--- src/rtl/rpr_pkg.sv ---
`timescale 1ns / 1ps
// Shared types, constants and helpers for the three-phase RMS power regulator.
// No dependencies.
package rpr_pkg;

  localparam int unsigned SUM_W    = 40;
  localparam int unsigned WIN_W    = 16;
  localparam int unsigned SCALE_W  = 24;
  localparam int unsigned ROOT_W   = SUM_W / 2;
  localparam int unsigned PROD_W   = ROOT_W + SCALE_W;
  localparam int unsigned TOTAL_W  = 18;
  localparam int unsigned ANGLE_W  = 15;
  localparam int unsigned CFG_IDX_W = 3;
  localparam int unsigned CFG_DAT_W = 24;
  localparam int unsigned CNT_W    = 6;

  localparam logic [15:0] MIN_POWER  = 16'd150;
  localparam logic signed [15:0] CORR_ANGLE = 16'sd7000;
  localparam logic signed [15:0] OFF_DELTA  = 16'sd500;

  localparam logic [15:0] RST_POWER_MAX = 16'd3000;
  localparam logic [23:0] RST_SCALE     = 24'd65536;
  localparam logic [15:0] RST_LOOP_LAG  = 16'd10;
  localparam logic [15:0] RST_WINDOW    = 16'd1024;
  localparam logic [14:0] RST_FLOOR     = 15'd100;
  localparam logic [14:0] RST_CEILING   = 15'd9000;
  localparam logic signed [15:0] RST_ANGLE =
    $signed({1'b0, RST_FLOOR}) - OFF_DELTA;

  // Iteration counts of the serial divider
  localparam logic [CNT_W-1:0] DIV_STEPS_SUM = CNT_W'(SUM_W);
  localparam logic [CNT_W-1:0] DIV_STEPS_ERR = CNT_W'(TOTAL_W);

  typedef enum logic [CFG_IDX_W-1:0] {
    REG_POWER_REQUEST = 3'd0,
    REG_POWER_MAX     = 3'd1,
    REG_CURRENT_SCALE = 3'd2,
    REG_VOLTAGE_SCALE = 3'd3,
    REG_LOOP_LAG      = 3'd4,
    REG_SAMPLE_WINDOW = 3'd5,
    REG_ANGLE_FLOOR   = 3'd6,
    REG_ANGLE_CEILING = 3'd7
  } cfg_reg_e;

  typedef enum logic [2:0] {
    ST_IDLE,
    ST_DIV,
    ST_SQRT,
    ST_MUL,
    ST_POW,
    ST_TOT,
    ST_ANG,
    ST_DONE
  } state_e;

  function automatic logic [15:0] sat16(input logic [TOTAL_W-1:0] v);
    return (v > TOTAL_W'(16'hFFFF)) ? 16'hFFFF : v[15:0];
  endfunction

endpackage

--- src/rtl/rpr_if.sv ---
`timescale 1ns / 1ps
// Valid/ready channel interfaces: input items, result items, register writes.
// Depends on rpr_pkg.
interface rpr_in_if;
  import rpr_pkg::*;
  logic             valid;
  logic             ready;
  logic [SUM_W-1:0] sum_squares;
  logic             zc_phase_a;
  logic             zc_phase_b;
  logic             zc_phase_c;
  modport source (output valid, sum_squares, zc_phase_a, zc_phase_b, zc_phase_c,
                  input ready);
  modport sink (input valid, sum_squares, zc_phase_a, zc_phase_b, zc_phase_c,
                output ready);
endinterface

interface rpr_out_if;
  import rpr_pkg::*;
  logic                      valid;
  logic                      ready;
  logic [1:0]                phase_index;
  logic                      was_voltage;
  logic [15:0]               rms_level;
  logic [15:0]               phase_power;
  logic [TOTAL_W-1:0]        total_power;
  logic [15:0]               average_power;
  logic [15:0]               mean_power;
  logic signed [15:0]        fire_angle_a;
  logic signed [15:0]        fire_angle_b;
  logic signed [15:0]        fire_angle_c;
  logic signed [15:0]        regulator_angle;
  modport source (output valid, phase_index, was_voltage, rms_level, phase_power,
                  total_power, average_power, mean_power, fire_angle_a,
                  fire_angle_b, fire_angle_c, regulator_angle, input ready);
  modport sink (input valid, phase_index, was_voltage, rms_level, phase_power,
                total_power, average_power, mean_power, fire_angle_a,
                fire_angle_b, fire_angle_c, regulator_angle, output ready);
endinterface

interface rpr_cfg_if;
  import rpr_pkg::*;
  logic                 valid;
  logic                 ready;
  logic [CFG_IDX_W-1:0] index;
  logic [CFG_DAT_W-1:0] data;
  modport source (output valid, index, data, input ready);
  modport sink (input valid, index, data, output ready);
endinterface

--- src/rtl/rpr_div.sv ---
`timescale 1ns / 1ps
// Bit-serial restoring divider, one quotient bit per cycle.
// Depends on rpr_pkg.
module rpr_div (
  input  logic                        clk_i,
  input  logic                        rst_ni,
  input  logic                        start_i,
  input  logic [rpr_pkg::SUM_W-1:0]   dividend_i,
  input  logic [rpr_pkg::WIN_W-1:0]   divisor_i,
  input  logic [rpr_pkg::CNT_W-1:0]   steps_i,
  output logic                        done_o,
  output logic [rpr_pkg::SUM_W-1:0]   quotient_o
);
  import rpr_pkg::*;

  logic [WIN_W-1:0] rem_q, rem_d, dsr_q;
  logic [SUM_W-1:0] quo_q;
  logic [CNT_W-1:0] cnt_q;
  logic             done_q;
  logic [WIN_W:0]   rem_sh, rem_sub;
  logic             ge;

  assign rem_sh  = {rem_q, quo_q[SUM_W-1]};
  assign rem_sub = rem_sh - {1'b0, dsr_q};
  assign ge      = rem_sh >= {1'b0, dsr_q};
  assign rem_d   = ge ? rem_sub[WIN_W-1:0] : rem_sh[WIN_W-1:0];

  always_ff @(posedge clk_i or negedge rst_ni) begin
    if (!rst_ni) begin
      cnt_q  <= '0;
      done_q <= 1'b0;
    end else begin
      done_q <= !start_i && (cnt_q == CNT_W'(1));
      if (start_i) begin
        cnt_q <= steps_i;
      end else if (cnt_q != '0) begin
        cnt_q <= cnt_q - CNT_W'(1);
      end
    end
  end

  always_ff @(posedge clk_i) begin
    if (start_i) begin
      rem_q <= '0;
      quo_q <= dividend_i;
      dsr_q <= divisor_i;
    end else if (cnt_q != '0) begin
      rem_q <= rem_d;
      quo_q <= {quo_q[SUM_W-2:0], ge};
    end
  end

  assign done_o     = done_q;
  assign quotient_o = quo_q;
endmodule

--- src/rtl/rpr_isqrt.sv ---
`timescale 1ns / 1ps
// Digit-serial integer square root, two radicand bits per cycle.
// Depends on rpr_pkg.
module rpr_isqrt (
  input  logic                       clk_i,
  input  logic                       rst_ni,
  input  logic                       start_i,
  input  logic [rpr_pkg::SUM_W-1:0]  radicand_i,
  output logic                       done_o,
  output logic [rpr_pkg::ROOT_W-1:0] root_o
);
  import rpr_pkg::*;

  localparam int unsigned REM_W = ROOT_W + 1;

  logic [SUM_W-1:0]  rad_q;
  logic [REM_W-1:0]  rem_q;
  logic [ROOT_W-1:0] root_q;
  logic [4:0]        cnt_q;
  logic              done_q;
  logic [REM_W+1:0]  rem_sh, trial, rem_sub;
  logic              ge;

  assign rem_sh  = {rem_q, rad_q[SUM_W-1 -: 2]};
  assign trial   = {1'b0, root_q, 2'b01};
  assign ge      = rem_sh >= trial;
  assign rem_sub = rem_sh - trial;

  always_ff @(posedge clk_i or negedge rst_ni) begin
    if (!rst_ni) begin
      cnt_q  <= '0;
      done_q <= 1'b0;
    end else begin
      done_q <= !start_i && (cnt_q == 5'd1);
      if (start_i) begin
        cnt_q <= 5'(ROOT_W);
      end else if (cnt_q != '0) begin
        cnt_q <= cnt_q - 5'd1;
      end
    end
  end

  always_ff @(posedge clk_i) begin
    if (start_i) begin
      rad_q  <= radicand_i;
      rem_q  <= '0;
      root_q <= '0;
    end else if (cnt_q != '0) begin
      rad_q  <= {rad_q[SUM_W-3:0], 2'b00};
      rem_q  <= ge ? rem_sub[REM_W-1:0] : rem_sh[REM_W-1:0];
      root_q <= {root_q[ROOT_W-2:0], ge};
    end
  end

  assign done_o = done_q;
  assign root_o = root_q;
endmodule

--- src/rtl/rpr_mul.sv ---
`timescale 1ns / 1ps
// Bit-serial shift-add multiplier: root times Q8.16 scale, one bit per cycle.
// Depends on rpr_pkg.
module rpr_mul (
  input  logic                        clk_i,
  input  logic                        rst_ni,
  input  logic                        start_i,
  input  logic [rpr_pkg::ROOT_W-1:0]  mcand_i,
  input  logic [rpr_pkg::SCALE_W-1:0] scale_i,
  output logic                        done_o,
  output logic [rpr_pkg::PROD_W-1:0]  product_o
);
  import rpr_pkg::*;

  logic [PROD_W-1:0]  p_q;
  logic [SCALE_W-1:0] b_q;
  logic [4:0]         cnt_q;
  logic               done_q;
  logic [SCALE_W:0]   sum;

  assign sum = {1'b0, p_q[PROD_W-1:ROOT_W]} + (p_q[0] ? {1'b0, b_q} : '0);

  always_ff @(posedge clk_i or negedge rst_ni) begin
    if (!rst_ni) begin
      cnt_q  <= '0;
      done_q <= 1'b0;
    end else begin
      done_q <= !start_i && (cnt_q == 5'd1);
      if (start_i) begin
        cnt_q <= 5'(ROOT_W);
      end else if (cnt_q != '0) begin
        cnt_q <= cnt_q - 5'd1;
      end
    end
  end

  always_ff @(posedge clk_i) begin
    if (start_i) begin
      p_q <= {{SCALE_W{1'b0}}, mcand_i};
      b_q <= scale_i;
    end else if (cnt_q != '0) begin
      p_q <= {sum, p_q[ROOT_W-1:1]};
    end
  end

  assign done_o    = done_q;
  assign product_o = p_q;
endmodule

--- src/rtl/three_phase_rms_power_regulator.sv ---
`timescale 1ns / 1ps
// Three-phase RMS power regulator top level.
// Depends on rpr_pkg, rpr_if, rpr_div, rpr_isqrt, rpr_mul.
//
// Usage:
//  in_i  : one transaction per finished sum of squares, alternating current
//          then voltage for phases 0, 1, 2, with the three zero-cross flags.
//  out_o : one result transaction per input: RMS level, phase/total/average/
//          mean power and the three triac angles plus the regulator angle.
//  cfg_i : register writes (index 0..7), always ready; write only while idle.
// Flow: one item at a time. A current item passes a serial divide by the
//  window, a serial square root, a serial scale multiply and the load of
//  the output register. A voltage item adds power, totals and, unless the
//  setpoint is zero, a serial divide by the loop lag. The next input can
//  be taken in the cycle after the result loads. The serial divider is
//  shared by both divisions.
// The result sits in an output register, so the next input is taken while a
//  result waits. If the receiver stalls, the following item finishes its work
//  and then holds in the final state until the output register frees up.
// Reset: registers return to their defaults, current is expected first on
//  phase 0, all powers clear and the angles sit at the off angle (floor-500).
module three_phase_rms_power_regulator (
  input  logic clk_i,
  input  logic rst_ni,
  rpr_in_if.sink    in_i,
  rpr_out_if.source out_o,
  rpr_cfg_if.sink   cfg_i
);
  import rpr_pkg::*;

  // configuration registers
  logic [15:0]        power_request_q, power_max_q, loop_lag_q, sample_window_q;
  logic [SCALE_W-1:0] current_scale_q, voltage_scale_q;
  logic [ANGLE_W-1:0] angle_floor_q, angle_ceiling_q;

  state_e state_q, state_d;

  // item context
  logic [2:0]       zc_q;
  logic [1:0]       ph_q;
  logic             isv_q;

  // regulator state
  logic [1:0]         phase_cnt_q;
  logic               expv_q;
  logic [15:0]        cur_q, rms_q, avg_q, mean_v_q;
  logic [15:0]        ppp_q [3];
  logic [TOTAL_W-1:0] hist_q [3];
  logic signed [15:0] acc_q;
  logic               neg_q;
  logic               out_valid_q;

  // unit handshakes
  logic               div_start, sq_start, mul_start;
  logic               div_done, sq_done, mul_done;
  logic [SUM_W-1:0]   div_dividend, div_quo;
  logic [WIN_W-1:0]   div_divisor;
  logic [CNT_W-1:0]   div_steps;
  logic [ROOT_W-1:0]  root;
  logic [PROD_W-1:0]  product;

  logic               in_acc, out_load;
  logic [15:0]        win, lag, pset, rms_c;
  logic [TOTAL_W-1:0] total_c;
  logic signed [TOTAL_W:0] err;
  logic [TOTAL_W-1:0] mag;
  logic [19:0]        hsum;
  logic [TOTAL_W:0]   avg_sum;
  logic signed [15:0] off_angle;
  logic signed [19:0] step, acc_next, flo20, ceil20;
  logic               corr;
  logic [15:0]        mean_c;

  assign in_acc     = in_i.valid && in_i.ready;
  assign in_i.ready = (state_q == ST_IDLE);
  assign cfg_i.ready = 1'b1;

  // Register writes
  always_ff @(posedge clk_i or negedge rst_ni) begin
    if (!rst_ni) begin
      power_request_q <= '0;
      power_max_q     <= RST_POWER_MAX;
      current_scale_q <= RST_SCALE;
      voltage_scale_q <= RST_SCALE;
      loop_lag_q      <= RST_LOOP_LAG;
      sample_window_q <= RST_WINDOW;
      angle_floor_q   <= RST_FLOOR;
      angle_ceiling_q <= RST_CEILING;
    end else if (cfg_i.valid) begin
      case (cfg_reg_e'(cfg_i.index))
        REG_POWER_REQUEST: power_request_q <= cfg_i.data[15:0];
        REG_POWER_MAX:     power_max_q     <= cfg_i.data[15:0];
        REG_CURRENT_SCALE: current_scale_q <= cfg_i.data;
        REG_VOLTAGE_SCALE: voltage_scale_q <= cfg_i.data;
        REG_LOOP_LAG:      loop_lag_q      <= cfg_i.data[15:0];
        REG_SAMPLE_WINDOW: sample_window_q <= cfg_i.data[15:0];
        REG_ANGLE_FLOOR:   angle_floor_q   <= cfg_i.data[ANGLE_W-1:0];
        REG_ANGLE_CEILING: angle_ceiling_q <= cfg_i.data[ANGLE_W-1:0];
        default: ;
      endcase
    end
  end

  // zero divisors behave as one
  assign win = (sample_window_q == '0) ? 16'd1 : sample_window_q;
  assign lag = (loop_lag_q == '0) ? 16'd1 : loop_lag_q;

  // clamped setpoint: max clamp wins over the minimum cutoff
  always_comb begin
    if (power_request_q > power_max_q) begin
      pset = power_max_q;
    end else if (power_request_q < MIN_POWER) begin
      pset = '0;
    end else begin
      pset = power_request_q;
    end
  end

  assign total_c = TOTAL_W'(ppp_q[0]) + TOTAL_W'(ppp_q[1]) + TOTAL_W'(ppp_q[2]);
  assign err     = $signed({3'b000, pset}) - $signed({1'b0, total_c});
  assign mag     = err[TOTAL_W] ? TOTAL_W'(-err) : err[TOTAL_W-1:0];
  assign off_angle = $signed({1'b0, angle_floor_q}) - OFF_DELTA;

  // RMS = sat16((root * scale) >> 8)
  assign rms_c = (product[PROD_W-1:24] != '0) ? 16'hFFFF : product[23:8];

  // Shared divider: sum/window at acceptance, |error|/lag after totals
  always_comb begin
    if (state_q == ST_IDLE) begin
      div_dividend = in_i.sum_squares;
      div_divisor  = win;
      div_steps    = DIV_STEPS_SUM;
    end else begin
      div_dividend = {mag, {(SUM_W-TOTAL_W){1'b0}}};
      div_divisor  = lag;
      div_steps    = DIV_STEPS_ERR;
    end
  end

  rpr_div u_div (
    .clk_i      (clk_i),
    .rst_ni     (rst_ni),
    .start_i    (div_start),
    .dividend_i (div_dividend),
    .divisor_i  (div_divisor),
    .steps_i    (div_steps),
    .done_o     (div_done),
    .quotient_o (div_quo)
  );

  rpr_isqrt u_isqrt (
    .clk_i      (clk_i),
    .rst_ni     (rst_ni),
    .start_i    (sq_start),
    .radicand_i (div_quo),
    .done_o     (sq_done),
    .root_o     (root)
  );

  rpr_mul u_mul (
    .clk_i     (clk_i),
    .rst_ni    (rst_ni),
    .start_i   (mul_start),
    .mcand_i   (root),
    .scale_i   (isv_q ? voltage_scale_q : current_scale_q),
    .done_o    (mul_done),
    .product_o (product)
  );

  // Sequencer
  always_ff @(posedge clk_i or negedge rst_ni) begin
    if (!rst_ni) begin
      state_q <= ST_IDLE;
    end else begin
      state_q <= state_d;
    end
  end

  always_comb begin
    state_d   = state_q;
    div_start = 1'b0;
    sq_start  = 1'b0;
    mul_start = 1'b0;
    out_load  = 1'b0;
    case (state_q)
      ST_IDLE: begin
        if (in_acc) begin
          div_start = 1'b1;
          state_d   = ST_DIV;
        end
      end
      ST_DIV: begin
        if (div_done) begin
          sq_start = 1'b1;
          state_d  = ST_SQRT;
        end
      end
      ST_SQRT: begin
        if (sq_done) begin
          mul_start = 1'b1;
          state_d   = ST_MUL;
        end
      end
      ST_MUL: begin
        if (mul_done) begin
          state_d = isv_q ? ST_POW : ST_DONE;
        end
      end
      ST_POW: state_d = ST_TOT;
      ST_TOT: begin
        if (pset != '0) begin
          div_start = 1'b1;
          state_d   = ST_ANG;
        end else begin
          state_d = ST_DONE;
        end
      end
      ST_ANG: begin
        if (div_done) begin
          state_d = ST_DONE;
        end
      end
      ST_DONE: begin
        if (!out_valid_q || out_o.ready) begin
          out_load = 1'b1;
          state_d  = ST_IDLE;
        end
      end
      default: state_d = ST_IDLE;
    endcase
  end

  // angle integration: truncate toward zero, then clamp floor first
  assign step   = neg_q ? -$signed({2'b00, div_quo[TOTAL_W-1:0]})
                        :  $signed({2'b00, div_quo[TOTAL_W-1:0]});
  assign flo20  = $signed({5'b0, angle_floor_q});
  assign ceil20 = $signed({5'b0, angle_ceiling_q});
  assign acc_next = 20'(acc_q) + step;

  // history mean (sums grow to 20 bits) and running average (19-bit sum)
  assign hsum    = 20'(hist_q[0]) + 20'(hist_q[1]) + 20'(hist_q[2]);
  assign avg_sum = (TOTAL_W+1)'(avg_q) + (TOTAL_W+1)'(total_c);
  assign mean_c  = sat16(TOTAL_W'((hsum + 20'(hist_q[0])) >> 2));

  // correction band: Pmax/6.9 < setpoint < Pmax/4.5
  assign corr = (23'(pset) * 23'd69 > 23'(power_max_q) * 23'd10) &&
                (23'(pset) * 23'd9 < 23'(power_max_q) * 23'd2);

  // control state
  always_ff @(posedge clk_i or negedge rst_ni) begin
    if (!rst_ni) begin
      phase_cnt_q <= '0;
      expv_q      <= 1'b0;
      cur_q       <= '0;
      avg_q       <= '0;
      acc_q       <= RST_ANGLE;
      out_valid_q <= 1'b0;
      for (int i = 0; i < 3; i++) begin
        ppp_q[i]  <= '0;
        hist_q[i] <= '0;
      end
    end else begin
      if (out_load) begin
        out_valid_q <= 1'b1;
      end else if (out_o.ready) begin
        out_valid_q <= 1'b0;
      end
      if (state_q == ST_MUL && mul_done && !isv_q) begin
        cur_q  <= rms_c;
        expv_q <= 1'b1;
      end
      if (state_q == ST_POW) begin
        expv_q      <= 1'b0;
        ppp_q[ph_q] <= 16'((32'(cur_q) * 32'(rms_q)) >> 16);
      end
      if (state_q == ST_TOT) begin
        phase_cnt_q <= (ph_q == 2'd2) ? 2'd0 : ph_q + 2'd1;
        if (ph_q == 2'd2) begin
          avg_q     <= sat16(avg_sum[TOTAL_W:1]);
          hist_q[2] <= hist_q[1];
          hist_q[1] <= hist_q[0];
          hist_q[0] <= total_c;
        end
        if (pset == '0) begin
          acc_q <= off_angle;
        end
      end
      if (state_q == ST_ANG && div_done) begin
        if (acc_next < flo20) begin
          acc_q <= $signed({1'b0, angle_floor_q});
        end else if (acc_next > ceil20) begin
          acc_q <= $signed({1'b0, angle_ceiling_q});
        end else begin
          acc_q <= acc_next[15:0];
        end
      end
    end
  end

  // payload
  always_ff @(posedge clk_i) begin
    if (in_acc) begin
      zc_q  <= {in_i.zc_phase_c, in_i.zc_phase_b, in_i.zc_phase_a};
      ph_q  <= (phase_cnt_q == 2'd3) ? 2'd0 : phase_cnt_q;
      isv_q <= expv_q;
    end
    if (state_q == ST_MUL && mul_done) begin
      rms_q <= rms_c;
    end
    if (state_q == ST_TOT) begin
      neg_q    <= err[TOTAL_W];
      mean_v_q <= sat16(TOTAL_W'((hsum + 20'(total_c)) >> 2));
    end
    if (out_load) begin
      out_o.phase_index     <= ph_q;
      out_o.was_voltage     <= isv_q;
      out_o.rms_level       <= rms_q;
      out_o.phase_power     <= ppp_q[ph_q];
      out_o.total_power     <= total_c;
      out_o.average_power   <= avg_q;
      out_o.mean_power      <= (isv_q && ph_q == 2'd2) ? mean_v_q : mean_c;
      out_o.fire_angle_a    <= zc_q[0] ? acc_q : off_angle;
      out_o.fire_angle_b    <= zc_q[1] ? acc_q : off_angle;
      out_o.fire_angle_c    <= (corr && (&zc_q)) ? CORR_ANGLE
                               : (zc_q[2] ? acc_q : off_angle);
      out_o.regulator_angle <= acc_q;
    end
  end

  assign out_o.valid = out_valid_q;

`ifndef SYNTHESIS
  a_busy_after_accept: assert property (@(posedge clk_i) disable iff (!rst_ni)
    in_acc |=> !in_i.ready) else $error("input taken while busy");
  a_phase_range: assert property (@(posedge clk_i) disable iff (!rst_ni)
    phase_cnt_q != 2'd3) else $error("phase counter out of range");
  a_mul_in_state: assert property (@(posedge clk_i) disable iff (!rst_ni)
    mul_done |-> state_q == ST_MUL) else $error("stray multiplier done");
  a_sqrt_in_state: assert property (@(posedge clk_i) disable iff (!rst_ni)
    sq_done |-> state_q == ST_SQRT) else $error("stray root done");
`endif
endmodule

--- src/flat_wrapper.sv ---
// flat-port wrapper written by rule: the top's interface ports become plain ports
module three_phase_rms_power_regulator_flat import rpr_pkg::*;
  (clk_i, rst_ni, in_i_valid, in_i_sum_squares, in_i_zc_phase_a, in_i_zc_phase_b, in_i_zc_phase_c, in_i_ready, out_o_valid, out_o_phase_index, out_o_was_voltage, out_o_rms_level, out_o_phase_power, out_o_total_power, out_o_average_power, out_o_mean_power, out_o_fire_angle_a, out_o_fire_angle_b, out_o_fire_angle_c, out_o_regulator_angle, out_o_ready, cfg_i_valid, cfg_i_index, cfg_i_data, cfg_i_ready);
  rpr_in_if in_i_i ();
  rpr_out_if out_o_i ();
  rpr_cfg_if cfg_i_i ();
  input  logic clk_i;
  input  logic rst_ni;
  input wire logic [$bits(in_i_i.valid)-1:0] in_i_valid;
  input wire logic [$bits(in_i_i.sum_squares)-1:0] in_i_sum_squares;
  input wire logic [$bits(in_i_i.zc_phase_a)-1:0] in_i_zc_phase_a;
  input wire logic [$bits(in_i_i.zc_phase_b)-1:0] in_i_zc_phase_b;
  input wire logic [$bits(in_i_i.zc_phase_c)-1:0] in_i_zc_phase_c;
  output wire logic [$bits(in_i_i.ready)-1:0] in_i_ready;
  output wire logic [$bits(out_o_i.valid)-1:0] out_o_valid;
  output wire logic [$bits(out_o_i.phase_index)-1:0] out_o_phase_index;
  output wire logic [$bits(out_o_i.was_voltage)-1:0] out_o_was_voltage;
  output wire logic [$bits(out_o_i.rms_level)-1:0] out_o_rms_level;
  output wire logic [$bits(out_o_i.phase_power)-1:0] out_o_phase_power;
  output wire logic [$bits(out_o_i.total_power)-1:0] out_o_total_power;
  output wire logic [$bits(out_o_i.average_power)-1:0] out_o_average_power;
  output wire logic [$bits(out_o_i.mean_power)-1:0] out_o_mean_power;
  output wire logic [$bits(out_o_i.fire_angle_a)-1:0] out_o_fire_angle_a;
  output wire logic [$bits(out_o_i.fire_angle_b)-1:0] out_o_fire_angle_b;
  output wire logic [$bits(out_o_i.fire_angle_c)-1:0] out_o_fire_angle_c;
  output wire logic [$bits(out_o_i.regulator_angle)-1:0] out_o_regulator_angle;
  input wire logic [$bits(out_o_i.ready)-1:0] out_o_ready;
  input wire logic [$bits(cfg_i_i.valid)-1:0] cfg_i_valid;
  input wire logic [$bits(cfg_i_i.index)-1:0] cfg_i_index;
  input wire logic [$bits(cfg_i_i.data)-1:0] cfg_i_data;
  output wire logic [$bits(cfg_i_i.ready)-1:0] cfg_i_ready;
  assign in_i_i.valid = in_i_valid;
  assign in_i_i.sum_squares = in_i_sum_squares;
  assign in_i_i.zc_phase_a = in_i_zc_phase_a;
  assign in_i_i.zc_phase_b = in_i_zc_phase_b;
  assign in_i_i.zc_phase_c = in_i_zc_phase_c;
  assign in_i_ready = in_i_i.ready;
  assign out_o_valid = out_o_i.valid;
  assign out_o_phase_index = out_o_i.phase_index;
  assign out_o_was_voltage = out_o_i.was_voltage;
  assign out_o_rms_level = out_o_i.rms_level;
  assign out_o_phase_power = out_o_i.phase_power;
  assign out_o_total_power = out_o_i.total_power;
  assign out_o_average_power = out_o_i.average_power;
  assign out_o_mean_power = out_o_i.mean_power;
  assign out_o_fire_angle_a = out_o_i.fire_angle_a;
  assign out_o_fire_angle_b = out_o_i.fire_angle_b;
  assign out_o_fire_angle_c = out_o_i.fire_angle_c;
  assign out_o_regulator_angle = out_o_i.regulator_angle;
  assign out_o_i.ready = out_o_ready;
  assign cfg_i_i.valid = cfg_i_valid;
  assign cfg_i_i.index = cfg_i_index;
  assign cfg_i_i.data = cfg_i_data;
  assign cfg_i_ready = cfg_i_i.ready;
  three_phase_rms_power_regulator u_core (.clk_i(clk_i), .rst_ni(rst_ni), .in_i(in_i_i), .out_o(out_o_i), .cfg_i(cfg_i_i));
endmodule
--- config.mk ---
export PLATFORM = sky130hd
export DESIGN_NAME = three_phase_rms_power_regulator_flat
export DESIGN_NICKNAME = d
export VERILOG_FILES = /design/src/rtl/rpr_pkg.sv /design/src/rtl/rpr_if.sv /design/src/rtl/rpr_div.sv /design/src/rtl/rpr_isqrt.sv /design/src/rtl/rpr_mul.sv /design/src/rtl/three_phase_rms_power_regulator.sv /design/src/flat_wrapper.sv
export SDC_FILE = /design/constraint.sdc
export NUM_CORES = 2
export LEC_CHECK = 0
export ABC_AREA = 0
export BUFFER_PORTS_ARGS = -buffer_cell sky130_fd_sc_hd__buf_2
export CAP_MARGIN = 20
export CORE_ASPECT_RATIO = 1.75
export CORE_MARGIN = 1.5
export CORE_UTILIZATION = 60
export CTS_BUF_LIST = sky130_fd_sc_hd__clkbuf_8
export DETAILED_ROUTE_END_ITERATION = 6
export GPL_TIMING_DRIVEN = 0
export PLACE_DENSITY = 0.78
export SETUP_SLACK_MARGIN = 0.4
export SYNTH_ARGS = -nofsm -noshare
export SYNTH_HDL_FRONTEND = slang
export SYNTH_SLANG_ARGS = --single-unit
export TNS_END_PERCENT = 20
--- constraint.sdc ---
create_clock -name clk_i -period 13.8 [get_ports clk_i]
set_input_delay 2.07 -clock clk_i [delete_from_list [all_inputs] [get_ports clk_i]]
set_output_delay 2.07 -clock clk_i [all_outputs]
set_load 0.005 [all_outputs]
# Word-level counts from Yosys, hierarchy flattened
# Cells that the tools add are included.
# op_classes
n_addsub,19
n_mul,4
magnitude_cmp,13
eq_ne,25
muxes,66
bitwise,1
n_reduce_logical,46
# ops
op,count
2-to-1 mux 16 bit,21
2-to-1 mux 40 bit,5
adder 20 x 18 -> 20 bit,3
2-to-1 mux 20 bit,3
"> comparator 18 x 16 -> 1 bit, second input constant",3
bitwise mux 48 bit,1
zero test 16 bit,3
2-to-1 mux 24 bit,2
binary-select mux 16 bit (select 2 bit),1
demux 16 bit (select 2 bit),1
multiplier 16 x 16 -> 32 bit,1
adder 24 x 24 -> 25 bit,1
"== test 3 bit, second input constant",8
one-hot mux 3 bit (8 select lines),1
greater-or-equal comparator 23 x 22 -> 1 bit,1
> comparator 23 x 20 -> 1 bit,1
"multiplier 16 x 7 -> 23 bit, second input constant",1
2-to-1 mux 21 bit,1
subtractor 21 bit,1
adder 16 x 20 -> 20 bit,1
> comparator 20 x 16 -> 1 bit,1
< comparator 20 x 16 -> 1 bit,1
< comparator 20 x 17 -> 1 bit,1
"multiplier 16 x 4 -> 20 bit, second input constant",1
other kinds (45),110
# totals
regBits,727
inputBits,75
elab_cells,227

# Depth between registers and ports, before layout
# depth
depth_word,8
depth_mapped,36
mapped_depth_nobuf,33

# Cells and area by module
# From an unflattened synthesis, not the netlist that was laid out.
# hier_totals
hier_cells,5095
hier_area_um2,52207.6
# modules_own_cells
module,instances,cells_per_inst,area_each_um2
three_phase_rms_power_regulator,1,3919,39445.3
rpr_isqrt,1,482,4815.9
rpr_div,1,332,4018.9
rpr_mul,1,362,3927.5

# Worst setup path before layout
# No wires, ideal clock.
# synth_timing
path_kind,input port to flip-flop
start,in out_o_ready
end,reg u_core.out_o.average_power[0] (netlist name) (enable)
setup_time_ns,0.661
arrival_time_ns,8.340
path_slack_ns,4.798
cell_stages,2
cell_sequence,nor2b_1 -> nor2_1
# synth_via
elab_chain_len,3
# synth_lines
element,line,rtl
from (decl),flat_wrapper.sv:27,input wire logic [$bits(out_o_i.ready)-1:0] out_o_ready;
logical OR 1 bit,three_phase_rms_power_regulator.sv:224,if (!out_valid_q || out_o.ready) begin
2-to-1 mux 1 bit,three_phase_rms_power_regulator.sv:224,
2-to-1 mux 1 bit,three_phase_rms_power_regulator.sv:185,case (state_q)
net u_core.out_load,three_phase_rms_power_regulator.sv:62,"logic in_acc, out_load;"
to (signal assigned),three_phase_rms_power_regulator.sv:320,out_o.average_power <= avg_q;
to (decl),rpr_if.sv:34,"total_power, average_power, mean_power, fire_angle_a,"
# The timed path passes the listed nets, and every way through them passes these cells.
# A chain may end at the register's enable or synchronous reset.

# Worst setup path after layout
# layout_timing
start,reg u_core.power_max_q[11]
end,reg u_core.out_o.fire_angle_c[12] (netlist name) (data pin)
# layout_via
elab_chain_len,6
elab_cells_between_ends,9
cone_classes,mul: 3; order compare: 3; mux: 1; reduce/logical: 2
# layout_lines
element,line,rtl
from (decl),three_phase_rms_power_regulator.sv:32,"logic [15:0] power_request_q, power_max_q, loop_lag_q, sample_window_q;"
from (signal assigned),three_phase_rms_power_regulator.sv:92,REG_POWER_MAX: power_max_q <= cfg_i.data[15:0];
> comparator 16 bit,three_phase_rms_power_regulator.sv:110,if (power_request_q > power_max_q) begin
2-to-1 mux 16 bit,three_phase_rms_power_regulator.sv:110,
multiplier 16 x 7 -> 23 bit or multiplier 16 x 4 -> 20 bit (tied branches),"three_phase_rms_power_regulator.sv:246, three_phase_rms_power_regulator.sv:247",
> comparator 23 x 20 -> 1 bit or < comparator 20 x 17 -> 1 bit (tied branches),"three_phase_rms_power_regulator.sv:246, three_phase_rms_power_regulator.sv:247",
logical AND 1 bit (*),three_phase_rms_power_regulator.sv:246,assign corr = (23'(pset) * 23'd69 > 23'(power_max_q) * 23'd10) &&
logical AND 1 bit (*),three_phase_rms_power_regulator.sv:324,out_o.fire_angle_c <= (corr && (&zc_q)) ? CORR_ANGLE
to (signal assigned),three_phase_rms_power_regulator.sv:324,
to (decl),rpr_if.sv:35,"fire_angle_b, fire_angle_c, regulator_angle, input ready);"
# Every way passes the cells marked *; elsewhere a longest branch is shown, timed or not.

==> results.md <==
- Aggregate global-route resource usage: 33.6%
- Synth Flop Type: edfxtp_1
- Slew Viols, Final: 0
- Metal3 WL: 9130 um
- EDFF count, synth: 328
- Period utilization: 66.7%
- Root Buffer: clkbuf_8
- Worst reg2reg startpoint: u_core.power_max_q[11]
- GRT overflow: 0
- Post-synth net total: 6042
- DRT Wirelength: 147000 um
- Critical Path RT: 14330 ps
- Die H: 393 um
- Syn. warnings: 0
- Routed vias/inst: 6.06
- Synth top area share: 18.9%
- Startpoint types: flop
- H-Tree Depth: 3
- Placer Congestion: 0.974
- Worst Setup SP: u_core.power_max_q[11]
- Sequential area share after synthesis: 37.4%
- Worst Setup EP: u_core.out_o.fire_angle_c[12]
- R2R depth: 33
- First-pass GRT wire length: 227000 um
- Most frequent cell after synthesis: nand2_1
- Ys async rst share: 43.7%
- Core area: 85800 um^2
- Post-CTS setup repair buffer count: 0
- Hold buffers post-CTS: 0
- CP Depth: 33
- Critical path endpoint category: flop
- Wirelength per Cell: 21.5 um
- CP Buf/Inv Count: 6
- Fmax: 109 MHz
- Max layer used: met5
- Crit path DAT: 9730 ps
- Initial antenna violation count: 9
- Die area: 88600 um^2
- Dpl hpwl: 114000 um
- Synthesis-to-finish area growth: 10.1%
- Via count: 41400
- Crit-path leading delay family: compound AO/OA/AOI/OAI gates
- Wl on met1: 51900 um
- # clock sinks: 727
- Post-CTS resize count: 0
- FILL cells: 6771
- # rows: 142
- Fin. Hold Viols: 0
- Die width: 226 um
- Total Nets Final: 6393
- Max capacitance violation total: 0
- Worst-Skew Late Latency: 840 ps
- Final worst path period need: 9200 ps
- Yosys top cell by area: edfxtp_1
- Port bufs: 221
- Count of different cell masters after synthesis: 91
- Most frequent cells after synthesis: nand2_1, ha_1, inv_1, edfxtp_1, dfrtp_1
- Slowest CP cell: o2111ai_1
- Max clock buf depth: 3
- Synth Register Bits: 727
- Setup TNS: 0 ps
- Number of global-route vias before repair: 42600
- RSZ-0062 raised after global routing: no
- Io pins: 227
- Cts bufs inserted: 106
- Iteration-0 DRC Markers: 2989
- Cells after Synth: 5243
- Layout Skew: 46.2 ps
- Worst path most repeated cell: ha_1
- Final setup vio count: 0
- DRC viols: 0
- Syn avg cell area: 9.92 um^2
- Worst min-delay path class: reg2reg
- Delay of the slowest critical-path stage: 940 ps
- Flop2flop setup slack: 4600 ps
- Max transition margin: 23.7%
- Initial Utilization: 60.6%
- First-pass iteration count of the detailed router: 7
- Worst R2R End: u_core.out_o.fire_angle_c[12]
- CTS tree: yes
- Status: complete, no violations
- Layout cells sized above 1: 13.2%
- Setup CP Type: reg2reg
- Largest cells by area after synthesis: edfxtp_1, dfrtp_1, ha_1
- Final ANT Viol Nets: 0
- Max Fanout on Critical Path: 10
- Largest net degree at the start of global routing: 126
- Clock-pin slew on the worst setup and hold paths: 70 ps
- Worst-Margin Slew: 1130 ps
- Length of routed met2 wiring: 74100 um
- Syn Std Cell Area: 52000 um^2
cells by family after synthesis:
family | after synthesis | synth area share [%]
adders and majority gates | 724 | 20.5
buffers and inverters | 618 | 4.52
other | 1 | 0.00721
muxes | 323 | 6.83
AOI/OAI and AO/OA | 1041 | 12.7
and+or+nand+nor | 1557 | 13.7
DFF | 727 | 37.4
xor gates and xnor gates | 252 | 4.28
worst min path at each step:
stage / depth (start not counted) / endpoint / start / slack [ps]
floorplan: 0 / u_core.isv_q / u_core.expv_q / 430
finish: 0 / u_core.isv_q / u_core.expv_q / 460
global placement: 0 / u_core.isv_q / u_core.expv_q / 430
detailed placement: 0 / u_core.isv_q / u_core.expv_q / 440
CTS: 0 / u_core.isv_q / u_core.expv_q / 460
global route: 0 / u_core.isv_q / u_core.expv_q / 470
stage by stage:
stage               worst slack, ps  util, %  std cells  hold slack, ps  cell area, um^2
floorplan                      4800        -       5243             426            52000
global placement               1130     63.6       6616             435            54600
detailed placement             4690     64.0       6636             442            54900
CTS                            4710     66.7       6838             458            57300
global route                   4030     66.7       6841             470            57300
finish                         4600     66.7       6844             458            57300
flip-flops by register name (all words and copies together), names as in the netlist, 18 cells and up:
register and cells:
u_core.hist_q 54, u_core.ppp_q 48, u_core.u_mul.product_o 44, u_core.u_div.quotient_o 40
u_core.u_isqrt.rad_q 40, u_core.current_scale_q 24, u_core.u_mul.b_q 24, u_core.voltage_scale_q 24
u_core.u_isqrt.rem_q 21, u_core.u_isqrt.root_o 20, u_core.out_o.total_power 18
routing by layer:
layer | GRT usage, % | vias up
met5 | 0 | -
met4 | 24.2 | 6
met3 | 5.32 | 600
met2 | 59.9 | 1616
met1 | 36.0 | 20200
li1 | - | 19100
final cells by class:
class                      count  area [um^2]  area share, %
timing repair buffer         243         1410           2.46
buffer                       176          693           1.21
inverter                     442         1660           2.90
multi-input combinational   3898        30200           52.8
tap                         1152         1440           2.52
clock buffer                 123         1690           2.96
antenna                        4         10.0         0.0175
sequential                   727        19500           34.0
clock inverter                79          673           1.18
layout by cell type, fill, tap and decap left out, types with 36 or more instances in the layout:
master / synthesis / final
buf_2: 6 / 235
a21o_1: 87 / 87
nand3_1: 54 / 54
and2_1: 124 / 124
nand2_1: 791 / 789
mux2i_1: 67 / 67
nand2b_1: 49 / 49
fa_1: 213 / 213
nor2b_1: 54 / 54
o21a_1: 51 / 51
dfxtp_1: 81 / 81
o21ai_0: 287 / 287
inv_1: 436 / 469
nor3_1: 75 / 75
xnor2_1: 181 / 181
o211ai_1: 36 / 36
dfrtp_1: 288 / 288
nor4_1: 42 / 41
clkbuf_8: 0 / 123
clkbuf_1: 152 / 152
a21oi_1: 264 / 264
ha_1: 511 / 511
or3_1: 44 / 44
edfxtp_1: 328 / 328
a211oi_1: 59 / 59
mux2_2: 256 / 256
xor2_1: 68 / 68
nor2_1: 216 / 215
Power is left out: the tool's default activity adds up to more than one toggle a clock period on the data nets, which glitch-free logic cannot reach.
